--- config.mk ---
export PLATFORM = sky130hd
export DESIGN_NAME = easing_curve_eval
export DESIGN_NICKNAME = d
export VERILOG_FILES = /design/src/sv/ece_pkg.sv /design/src/sv/easing_curve_eval.sv
export SDC_FILE = /design/constraint.sdc
export NUM_CORES = 2
export LEC_CHECK = 0
export BUFFER_PORTS_ARGS = -buffer_cell sky130_fd_sc_hd__buf_4
export CAP_MARGIN = 20
export CORE_MARGIN = 4
export CORE_UTILIZATION = 40
export CTS_CLUSTER_SIZE = 10
export DETAILED_ROUTE_END_ITERATION = 10
export GPL_ROUTABILITY_DRIVEN = 0
export HOLD_SLACK_MARGIN = 0.08
export PLACE_DENSITY = 0.66
export SYNTH_ARGS = -nofsm -noshare
export SYNTH_HDL_FRONTEND = slang
export SYNTH_SLANG_ARGS = --single-unit
export TNS_END_PERCENT = 100
--- constraint.sdc ---
create_clock -name clk -period 15.2 [get_ports clk]
set_input_delay 0.76 -clock clk [delete_from_list [all_inputs] [get_ports clk]]
set_output_delay 0.76 -clock clk [all_outputs]
set_load 0.01 [all_outputs]
--- src/sv/ece_pkg.sv ---
// Shared types for the easing curve evaluator.
package ece_pkg;

    // Curve selector carried on the input tuser.
    typedef enum logic [2:0] {
        OP_LINEAR     = 3'd0,
        OP_IN         = 3'd1,
        OP_OUT        = 3'd2,
        OP_IN_OUT     = 3'd3,
        OP_SMOOTH     = 3'd4,
        OP_BACK       = 3'd5,
        OP_BOUNCE     = 3'd6,
        OP_LINEAR_ALT = 3'd7
    } ease_op_t;

    // Segment of the bounce curve that t falls in.
    typedef enum logic [1:0] {
        SEG_FIRST  = 2'd0,
        SEG_SECOND = 2'd1,
        SEG_THIRD  = 2'd2,
        SEG_FOURTH = 2'd3
    } bounce_seg_t;

endpackage

--- src/sv/easing_curve_eval.sv ---
// Easing curve evaluator: five-stage pipeline from progress to eased value.
//
//  Channel | Signals                             | Contents
//  --------+-------------------------------------+------------------------------------
//  input   | s_tvalid s_tready s_tuser s_tdata   | tuser: op; tdata: progress (Q2.F)
//  output  | m_tvalid m_tready m_tdata           | tdata: eased (unsigned Q1.F)
//
// One beat is accepted per cycle while no back-pressure reaches the input; a result
// passes through four compute stages, the first loaded at the edge that takes its
// beat, then the output register, a depth set by the chain of three dependent
// multiplies of the ease-out-back curve.
// Each stage has its own valid bit and loads whenever it is empty or the stage
// after it moves, so a stall at the output fills bubbles before pushing back.
// Reset clears the valid bits only; the data registers need none.
module easing_curve_eval #(
    parameter int FRAC_BITS = 16
) (
    input  logic                                    clk,
    input  logic                                    rst_n,
    input  logic                                    s_tvalid,
    output logic                                    s_tready,
    input  logic [2:0]                              s_tuser,  // [2:0] op
    input  logic [((FRAC_BITS + 2 + 7) / 8) * 8 - 1:0] s_tdata,  // progress, zero pad above
    output logic                                    m_tvalid,
    input  logic                                    m_tready,
    output logic [((FRAC_BITS + 1 + 7) / 8) * 8 - 1:0] m_tdata   // eased, zero pad above
);

    localparam int F      = FRAC_BITS;
    localparam int OUT_DW = ((F + 1 + 7) / 8) * 8;
    localparam int D_W    = F + 6;
    localparam int R_W    = F + 4;

    localparam longint ONE_L = 64'sd1 <<< F;
    localparam longint C1_L  = (64'sd170158 * ONE_L + 64'sd50000) / 64'sd100000;

    localparam logic [F:0]     ONE     = (F + 1)'(ONE_L);
    localparam logic [F+1:0]   THREE   = (F + 2)'(3 * ONE_L);
    localparam logic [F:0]     C1      = (F + 1)'(C1_L);
    localparam logic [F+1:0]   C3      = (F + 2)'(C1_L + ONE_L);
    localparam logic [D_W-1:0] K4      = D_W'(4 * ONE_L);
    localparam logic [D_W-1:0] K6      = D_W'(6 * ONE_L);
    localparam logic [D_W-1:0] K8      = D_W'(8 * ONE_L);
    localparam logic [D_W-1:0] K9      = D_W'(9 * ONE_L);
    localparam logic [D_W-1:0] K10     = D_W'(10 * ONE_L);
    localparam logic [D_W-1:0] K21     = D_W'(21 * ONE_L);
    localparam logic [F:0]     B_OFS1  = (F + 1)'((3 * ONE_L) / 4);
    localparam logic [F:0]     B_OFS2  = (F + 1)'((15 * ONE_L) / 16);
    localparam logic [F:0]     B_OFS3  = (F + 1)'((63 * ONE_L) / 64);
    localparam logic [F:0]     OUT_MAX = '1;

    // Pipeline enables: a stage loads when it is empty or its successor loads.
    logic v1_reg, v2_reg, v3_reg, v4_reg, vo_reg;
    logic en1, en2, en3, en4, eno;

    assign eno      = !vo_reg || m_tready;
    assign en4      = !v4_reg || eno;
    assign en3      = !v3_reg || en4;
    assign en2      = !v2_reg || en3;
    assign en1      = !v1_reg || en2;
    assign s_tready = en1;
    assign m_tvalid = vo_reg;

    always_ff @(posedge clk or negedge rst_n)
    begin
        if (!rst_n)
        begin
            v1_reg <= 1'b0;
            v2_reg <= 1'b0;
            v3_reg <= 1'b0;
            v4_reg <= 1'b0;
            vo_reg <= 1'b0;
        end
        else
        begin
            if (en1) v1_reg <= s_tvalid;
            if (en2) v2_reg <= v1_reg;
            if (en3) v3_reg <= v2_reg;
            if (en4) v4_reg <= v3_reg;
            if (eno) vo_reg <= v4_reg;
        end
    end

    // Stage 1: clamp progress to 0..ONE and form u, 3-2t and 11t.
    logic [F+1:0]         progress;
    logic [F:0]           t_clamp;
    ece_pkg::ease_op_t    op1_reg;
    logic [F:0]           t1_reg, u1_reg;
    logic [F+1:0]         s1_reg;
    logic [F+3:0]         t11_1_reg;

    assign progress = s_tdata[F+1:0];

    always_comb
    begin
        priority if (progress[F+1])
            t_clamp = '0;
        else if (progress[F:0] > ONE)
            t_clamp = ONE;
        else
            t_clamp = progress[F:0];
    end

    always_ff @(posedge clk)
    begin
        if (en1)
        begin
            op1_reg   <= ece_pkg::ease_op_t'(s_tuser);
            t1_reg    <= t_clamp;
            u1_reg    <= ONE - t_clamp;
            s1_reg    <= THREE - {t_clamp, 1'b0};
            t11_1_reg <= ({3'b000, t_clamp} << 3) + ({3'b000, t_clamp} << 1)
                         + {3'b000, t_clamp};
        end
    end

    // Stage 2: t*t, u*u and the bounce segment with its offset magnitude.
    logic [2*F+1:0]            tt_full, uu_full;
    logic [D_W-1:0]            t11_d, bdiff;
    logic [F+1:0]              bmag;
    ece_pkg::bounce_seg_t      bseg;
    ece_pkg::ease_op_t         op2_reg;
    logic [F:0]                t2_reg, u2_reg, tt2_reg, uu2_reg;
    logic [F+1:0]              s2_reg, bmag2_reg;
    ece_pkg::bounce_seg_t      bseg2_reg;

    assign tt_full = t1_reg * t1_reg;
    assign uu_full = u1_reg * u1_reg;
    assign t11_d   = D_W'(t11_1_reg);

    always_comb
    begin
        priority if (t11_d < K4)
        begin
            bseg  = ece_pkg::SEG_FIRST;
            bdiff = t11_d;
        end
        else if (t11_d < K8)
        begin
            bseg  = ece_pkg::SEG_SECOND;
            bdiff = t11_d - K6;
        end
        else if (t11_d < K10)
        begin
            bseg  = ece_pkg::SEG_THIRD;
            bdiff = t11_d - K9;
        end
        else
        begin
            bseg  = ece_pkg::SEG_FOURTH;
            bdiff = (t11_d << 1) - K21;
        end
    end

    // Offsets stay below 4*ONE in magnitude.
    always_comb
    begin
        if (bdiff[D_W-1])
            bmag = (F + 2)'(-bdiff);
        else
            bmag = bdiff[F+1:0];
    end

    always_ff @(posedge clk)
    begin
        if (en2)
        begin
            op2_reg   <= op1_reg;
            t2_reg    <= t1_reg;
            u2_reg    <= u1_reg;
            s2_reg    <= s1_reg;
            tt2_reg   <= tt_full[2*F:F];
            uu2_reg   <= uu_full[2*F:F];
            bseg2_reg <= bseg;
            bmag2_reg <= bmag;
        end
    end

    // Stage 3: smoothstep product, C1*u^2, u^3 and the bounce square.
    logic [2*F+2:0]            smooth_full;
    logic [2*F+1:0]            back1_full, uuu_full;
    logic [2*F+3:0]            bsq_full, bsq_shift;
    ece_pkg::ease_op_t         op3_reg;
    logic [F:0]                t3_reg, tt3_reg, uu3_reg, uuu3_reg, smooth3_reg, bsq3_reg;
    logic [F+1:0]              back1_3_reg;
    ece_pkg::bounce_seg_t      bseg3_reg;

    assign smooth_full = tt2_reg * s2_reg;
    assign back1_full  = C1 * uu2_reg;
    assign uuu_full    = uu2_reg * u2_reg;
    assign bsq_full    = bmag2_reg * bmag2_reg;
    assign bsq_shift   = (bseg2_reg == ece_pkg::SEG_FOURTH) ? (bsq_full >> (F + 6))
                                                            : (bsq_full >> (F + 4));

    always_ff @(posedge clk)
    begin
        if (en3)
        begin
            op3_reg     <= op2_reg;
            t3_reg      <= t2_reg;
            tt3_reg     <= tt2_reg;
            uu3_reg     <= uu2_reg;
            uuu3_reg    <= uuu_full[2*F:F];
            smooth3_reg <= smooth_full[2*F:F];
            back1_3_reg <= back1_full[2*F+1:F];
            bsq3_reg    <= bsq_shift[F:0];
            bseg3_reg   <= bseg2_reg;
        end
    end

    // Stage 4: C3*u^3 and the bounce segment constant.
    logic [2*F+2:0]            back3_full;
    logic [F:0]                bofs;
    ece_pkg::ease_op_t         op4_reg;
    logic [F:0]                t4_reg, tt4_reg, uu4_reg, smooth4_reg, bounce4_reg;
    logic [F+1:0]              back1_4_reg;
    logic [F+2:0]              back3_4_reg;

    assign back3_full = C3 * uuu3_reg;

    always_comb
    begin
        unique case (bseg3_reg)
            ece_pkg::SEG_FIRST:  bofs = '0;
            ece_pkg::SEG_SECOND: bofs = B_OFS1;
            ece_pkg::SEG_THIRD:  bofs = B_OFS2;
            ece_pkg::SEG_FOURTH: bofs = B_OFS3;
        endcase
    end

    always_ff @(posedge clk)
    begin
        if (en4)
        begin
            op4_reg     <= op3_reg;
            t4_reg      <= t3_reg;
            tt4_reg     <= tt3_reg;
            uu4_reg     <= uu3_reg;
            smooth4_reg <= smooth3_reg;
            back1_4_reg <= back1_3_reg;
            back3_4_reg <= back3_full[2*F+2:F];
            bounce4_reg <= bsq3_reg + bofs;
        end
    end

    // Output stage: pick the curve and saturate to 0..2^(F+1)-1.
    logic [R_W-1:0] r_val;
    logic [F:0]     eased_next;
    logic [F:0]     eased_reg;

    always_comb
    begin
        unique case (op4_reg)
            ece_pkg::OP_LINEAR,
            ece_pkg::OP_LINEAR_ALT: r_val = R_W'(t4_reg);
            ece_pkg::OP_IN:         r_val = R_W'(tt4_reg);
            ece_pkg::OP_OUT:        r_val = R_W'(ONE) - R_W'(uu4_reg);
            ece_pkg::OP_IN_OUT:
            begin
                if (t4_reg < (ONE >> 1))
                    r_val = R_W'(tt4_reg) << 1;
                else
                    r_val = R_W'(ONE) - (R_W'(uu4_reg) << 1);
            end
            ece_pkg::OP_SMOOTH:     r_val = R_W'(smooth4_reg);
            ece_pkg::OP_BACK:       r_val = R_W'(ONE) + R_W'(back1_4_reg)
                                            - R_W'(back3_4_reg);
            ece_pkg::OP_BOUNCE:     r_val = R_W'(bounce4_reg);
        endcase
    end

    always_comb
    begin
        priority if (r_val[R_W-1])
            eased_next = '0;
        else if (r_val[R_W-2:F+1] != '0)
            eased_next = OUT_MAX;
        else
            eased_next = r_val[F:0];
    end

    always_ff @(posedge clk)
    begin
        if (eno)
            eased_reg <= eased_next;
    end

    assign m_tdata = OUT_DW'(eased_reg);

    // Input back-pressure only when every stage holds a beat.
    assert property (@(posedge clk) disable iff (!rst_n)
        !s_tready |-> (v1_reg && v2_reg && v3_reg && v4_reg && vo_reg))
        else $error("input stalled while a pipeline stage was empty");

    // A beat in the last compute stage survives an output stall.
    assert property (@(posedge clk) disable iff (!rst_n)
        (v4_reg && vo_reg && !m_tready) |=> v4_reg)
        else $error("beat dropped from stage four during output stall");

    // A linear beat moving to the output carries its clamped progress.
    assert property (@(posedge clk) disable iff (!rst_n)
        (v4_reg && eno && (op4_reg == ece_pkg::OP_LINEAR || op4_reg == ece_pkg::OP_LINEAR_ALT))
        |=> (eased_reg == $past(t4_reg)))
        else $error("linear curve result differs from clamped progress");

endmodule
==> impl_metrics.json <==
{
  "cts_root_buf": "clkbuf_16",
  "via_per_inst": 4.991,
  "clk_latency_ps": 630,
  "die_h_um": 427.8,
  "critPathRequiredTime_ps": 15580,
  "hpwl_mm": 129.3,
  "syn_inst": 7083,
  "critPathKind": "reg -> reg",
  "die_w_um": 427.8,
  "worst_slew_pin_slew_ps": 1155,
  "vias": 46850,
  "fin_setup_tns_ps": 0,
  "cts_tree": "yes",
  "grt_pass1_wl_mm": 268.6,
  "hold-worst-slack_ps": 282.5,
  "track_usage_pct": 18.38,
  "grt_pass1_vias": 50920,
  "coreArea_um2": 174600,
  "avgSynthCellArea_um2": 9.950,
  "area_growth_pct": 6.217,
  "arrival_ps": 8160,
  "yosysSeqAreaShare_pct": 17.82,
  "finalNonFillerCells": 9386,
  "hold_path.class": "in -> reg",
  "grt_max_degree": 77,
  "ys_seq_elements": 419,
  "syn_area_um2": 70480,
  "wl_per_cell_um": 17.39,
  "h-tree-depth": 2,
  "drtIter0Drc": 2784,
  "ant_nets": 0,
  "port_buffers": 43,
  "start_kind": "flip-flop",
  "antenna_found_initial": 5,
  "async_reset_ff_share_pct": 1.193,
  "maxSlewViolCount": 0,
  "synth_top_flop_cell": "edfxtp_1",
  "clockBufferDepth": 3,
  "outcome": "completed",
  "pin_count": 57,
  "crit_chain": "inv_1, nor2_1, inv_1, fa_1, fa_1, fa_1, inv_1, fa_1, inv_1, fa_1, inv_1, fa_1, ha_1, and4_1, a21oi_1, nand3_1, o211ai_1, a31oi_1, o211ai_1, o21ai_0, and4_1, or3_1",
  "finalSetupViolCount": 0,
  "clock.fmax_mhz": 128.5,
  "synth_cell_types": 85,
  "end_kind": "flip-flop",
  "crit_path_max_fanout": 12,
  "period_share_pct": 51.21,
  "place_inst": 9306,
  "synth_top_area_share_pct": 36.30,
  "slew_headroom_pct": 23.00,
  "drc": 0,
  "nets": 9208,
  "clk_pin_slew_ps": 80,
  "finClkSkew_ps": 53.97,
  "drive_above_1_share_pct": 3.074,
  "rsz0062_at_grt": "false",
  "cp_slowest_cell": "edfxtp_1",
  "largest_reg_flops": 19,
  "synth_edf_count": 414,
  "post_cts_resized": 0,
  "synth_top_area_cell": "fa_1",
  "numCtsBuffers": 50,
  "yosys_warnings": 0,
  "finalHoldViolCount": 0,
  "final_core_util_pct": 42.88,
  "grt-ovfl-total": 0,
  "period_needed_ps": 7784,
  "postRouteWirelength_mm": 163.2,
  "path_common_cell": "fa_1",
  "firstDrtPassIters": 6,
  "die-area_um2": 183000,
  "max_stage_delay_ps": 740,
  "cts_sinks": 419,
  "rows": 153,
  "yosys-top-cells-area": "fa_1 36%, edfxtp_1 18%, ha_1 15%, inv_1 10%, and2_1 3.8%",
  "initial_core_util_pct": 40.37,
  "cap_violations": 0
}
metal layers:
layer	GRT usage, %	wire, µm	share of wire (%)	up-vias
li1	-	-	-	21530
met1	23.79	67900	42	23840
met2	31.99	80920	50	1182
met3	2.438	8662	5.3	289
met4	5.823	5694	3.5	4
met5	0	26	0.016	-
synthesized netlist by cell type (7+ instances only):
master	count
nand2b_1	33
fa_1	1278
xnor2_1	142
o21a_1	32
nand2_1	668
inv_1	1930
a221oi_1	10
and3_1	19
xor2_1	69
mux2i_1	13
a2111oi_0	8
a21o_1	47
buf_4	7
o21ai_0	154
nor3_1	52
nand4_1	11
a211oi_1	12
o221ai_1	13
a21oi_1	155
and2_1	430
o21bai_1	15
nor2b_1	20
nor4_1	15
or3_1	15
or2_2	23
edfxtp_1	414
ha_1	864
nor2_1	187
clkbuf_1	195
a31oi_1	34
o211ai_1	28
o22ai_1	7
o31ai_1	11
nand3_1	42
mux2_2	10
layout by cell type, fill, tap and decap left out, drive strengths merged, types with 7 or more instances in the layout:
master,netlist,final
clkbuf,195,67
o221ai,13,13
o21bai,16,16
o31ai,11,11
a31oi,34,34
a221oi,10,10
nor3,52,52
inv,1930,1932
nand4,11,11
and2,430,430
nor2,188,188
or4,8,8
o21ai,158,158
xnor2,142,142
or3,16,16
buf,16,103
nand3,42,42
xor2,69,69
nor4,16,16
and3,19,19
o22ai,7,7
a21o,47,47
fa,1278,1278
nand2b,33,33
conb,1,7
or2,23,23
a2111oi,11,11
ha,864,864
nand2,669,669
mux2i,13,13
clkinv,0,8
o211ai,28,28
a21oi,155,155
nor2b,20,20
edfxtp,414,414
o21a,32,32
a211oi,13,13
mux2,10,10
final timing paths:
check                           cells after the start     endpoint  startpoint  slack (ps)
worst max register to register                     22  uu2_reg[16]  u1_reg[11]        7420
worst min-delay path                                1   op1_reg[2]  s_tuser[2]         280
max in group asynchronous                           2       v4_reg       rst_n       14600
worst max-delay path                               22  uu2_reg[16]  u1_reg[11]        7420
min in group asynchronous                           2       v1_reg       rst_n         480
worst min register to register                      0   tt4_reg[1]  tt3_reg[1]         380
critical path: cells and delay by family, from the launching register on:
kind,cells,cell delay [ps]
AOI/OAI and AO/OA,5,1490
adders and majority gates,7,3350
buffers and inverters,5,630
DFF,1,740
and+or+nand+nor,5,1300
what timing repair did:
action                                 4_1_cts  5_1_grt
setup buffers                                0        0
hold buffers                                 1        0
endpoints found under the hold margin        5        0
layout make-up:
class | count | area [µm²]
fill | 16620 | 99730
multi-input combinational | 4529 | 49890
sequential | 419 | 12560
inverter | 1930 | 7244
tap | 2325 | 2909
clock buffer | 66 | 1321
timing repair buffer | 105 | 785.8
clock inverter | 11 | 145.1
antenna | 1 | 2.502
through the flow:
stage	area, µm²	setup slack, ps
global placement	73370	7511
floorplan	70500	8579
CTS	74850	7342
finish	74860	7416
global route	74860	6933
detailed placement	73370	7374
cells by family (layout without fill, tap and decap cells):
family,Yosys count,after routing,synth area share (%)
buffers and inverters,2141,2112,11.46
DFF,419,419,17.82
muxes,23,23,0.3444
xor gates and xnor gates,211,211,2.622
adders and majority gates,2142,2142,51.64
and+or+nand+nor,1544,1544,10.60
other,1,8,0.005321
AOI/OAI and AO/OA,602,602,5.512
Power is not shown: default switching activity piles up to over one toggle a cycle in this logic, so the estimate is an artifact.
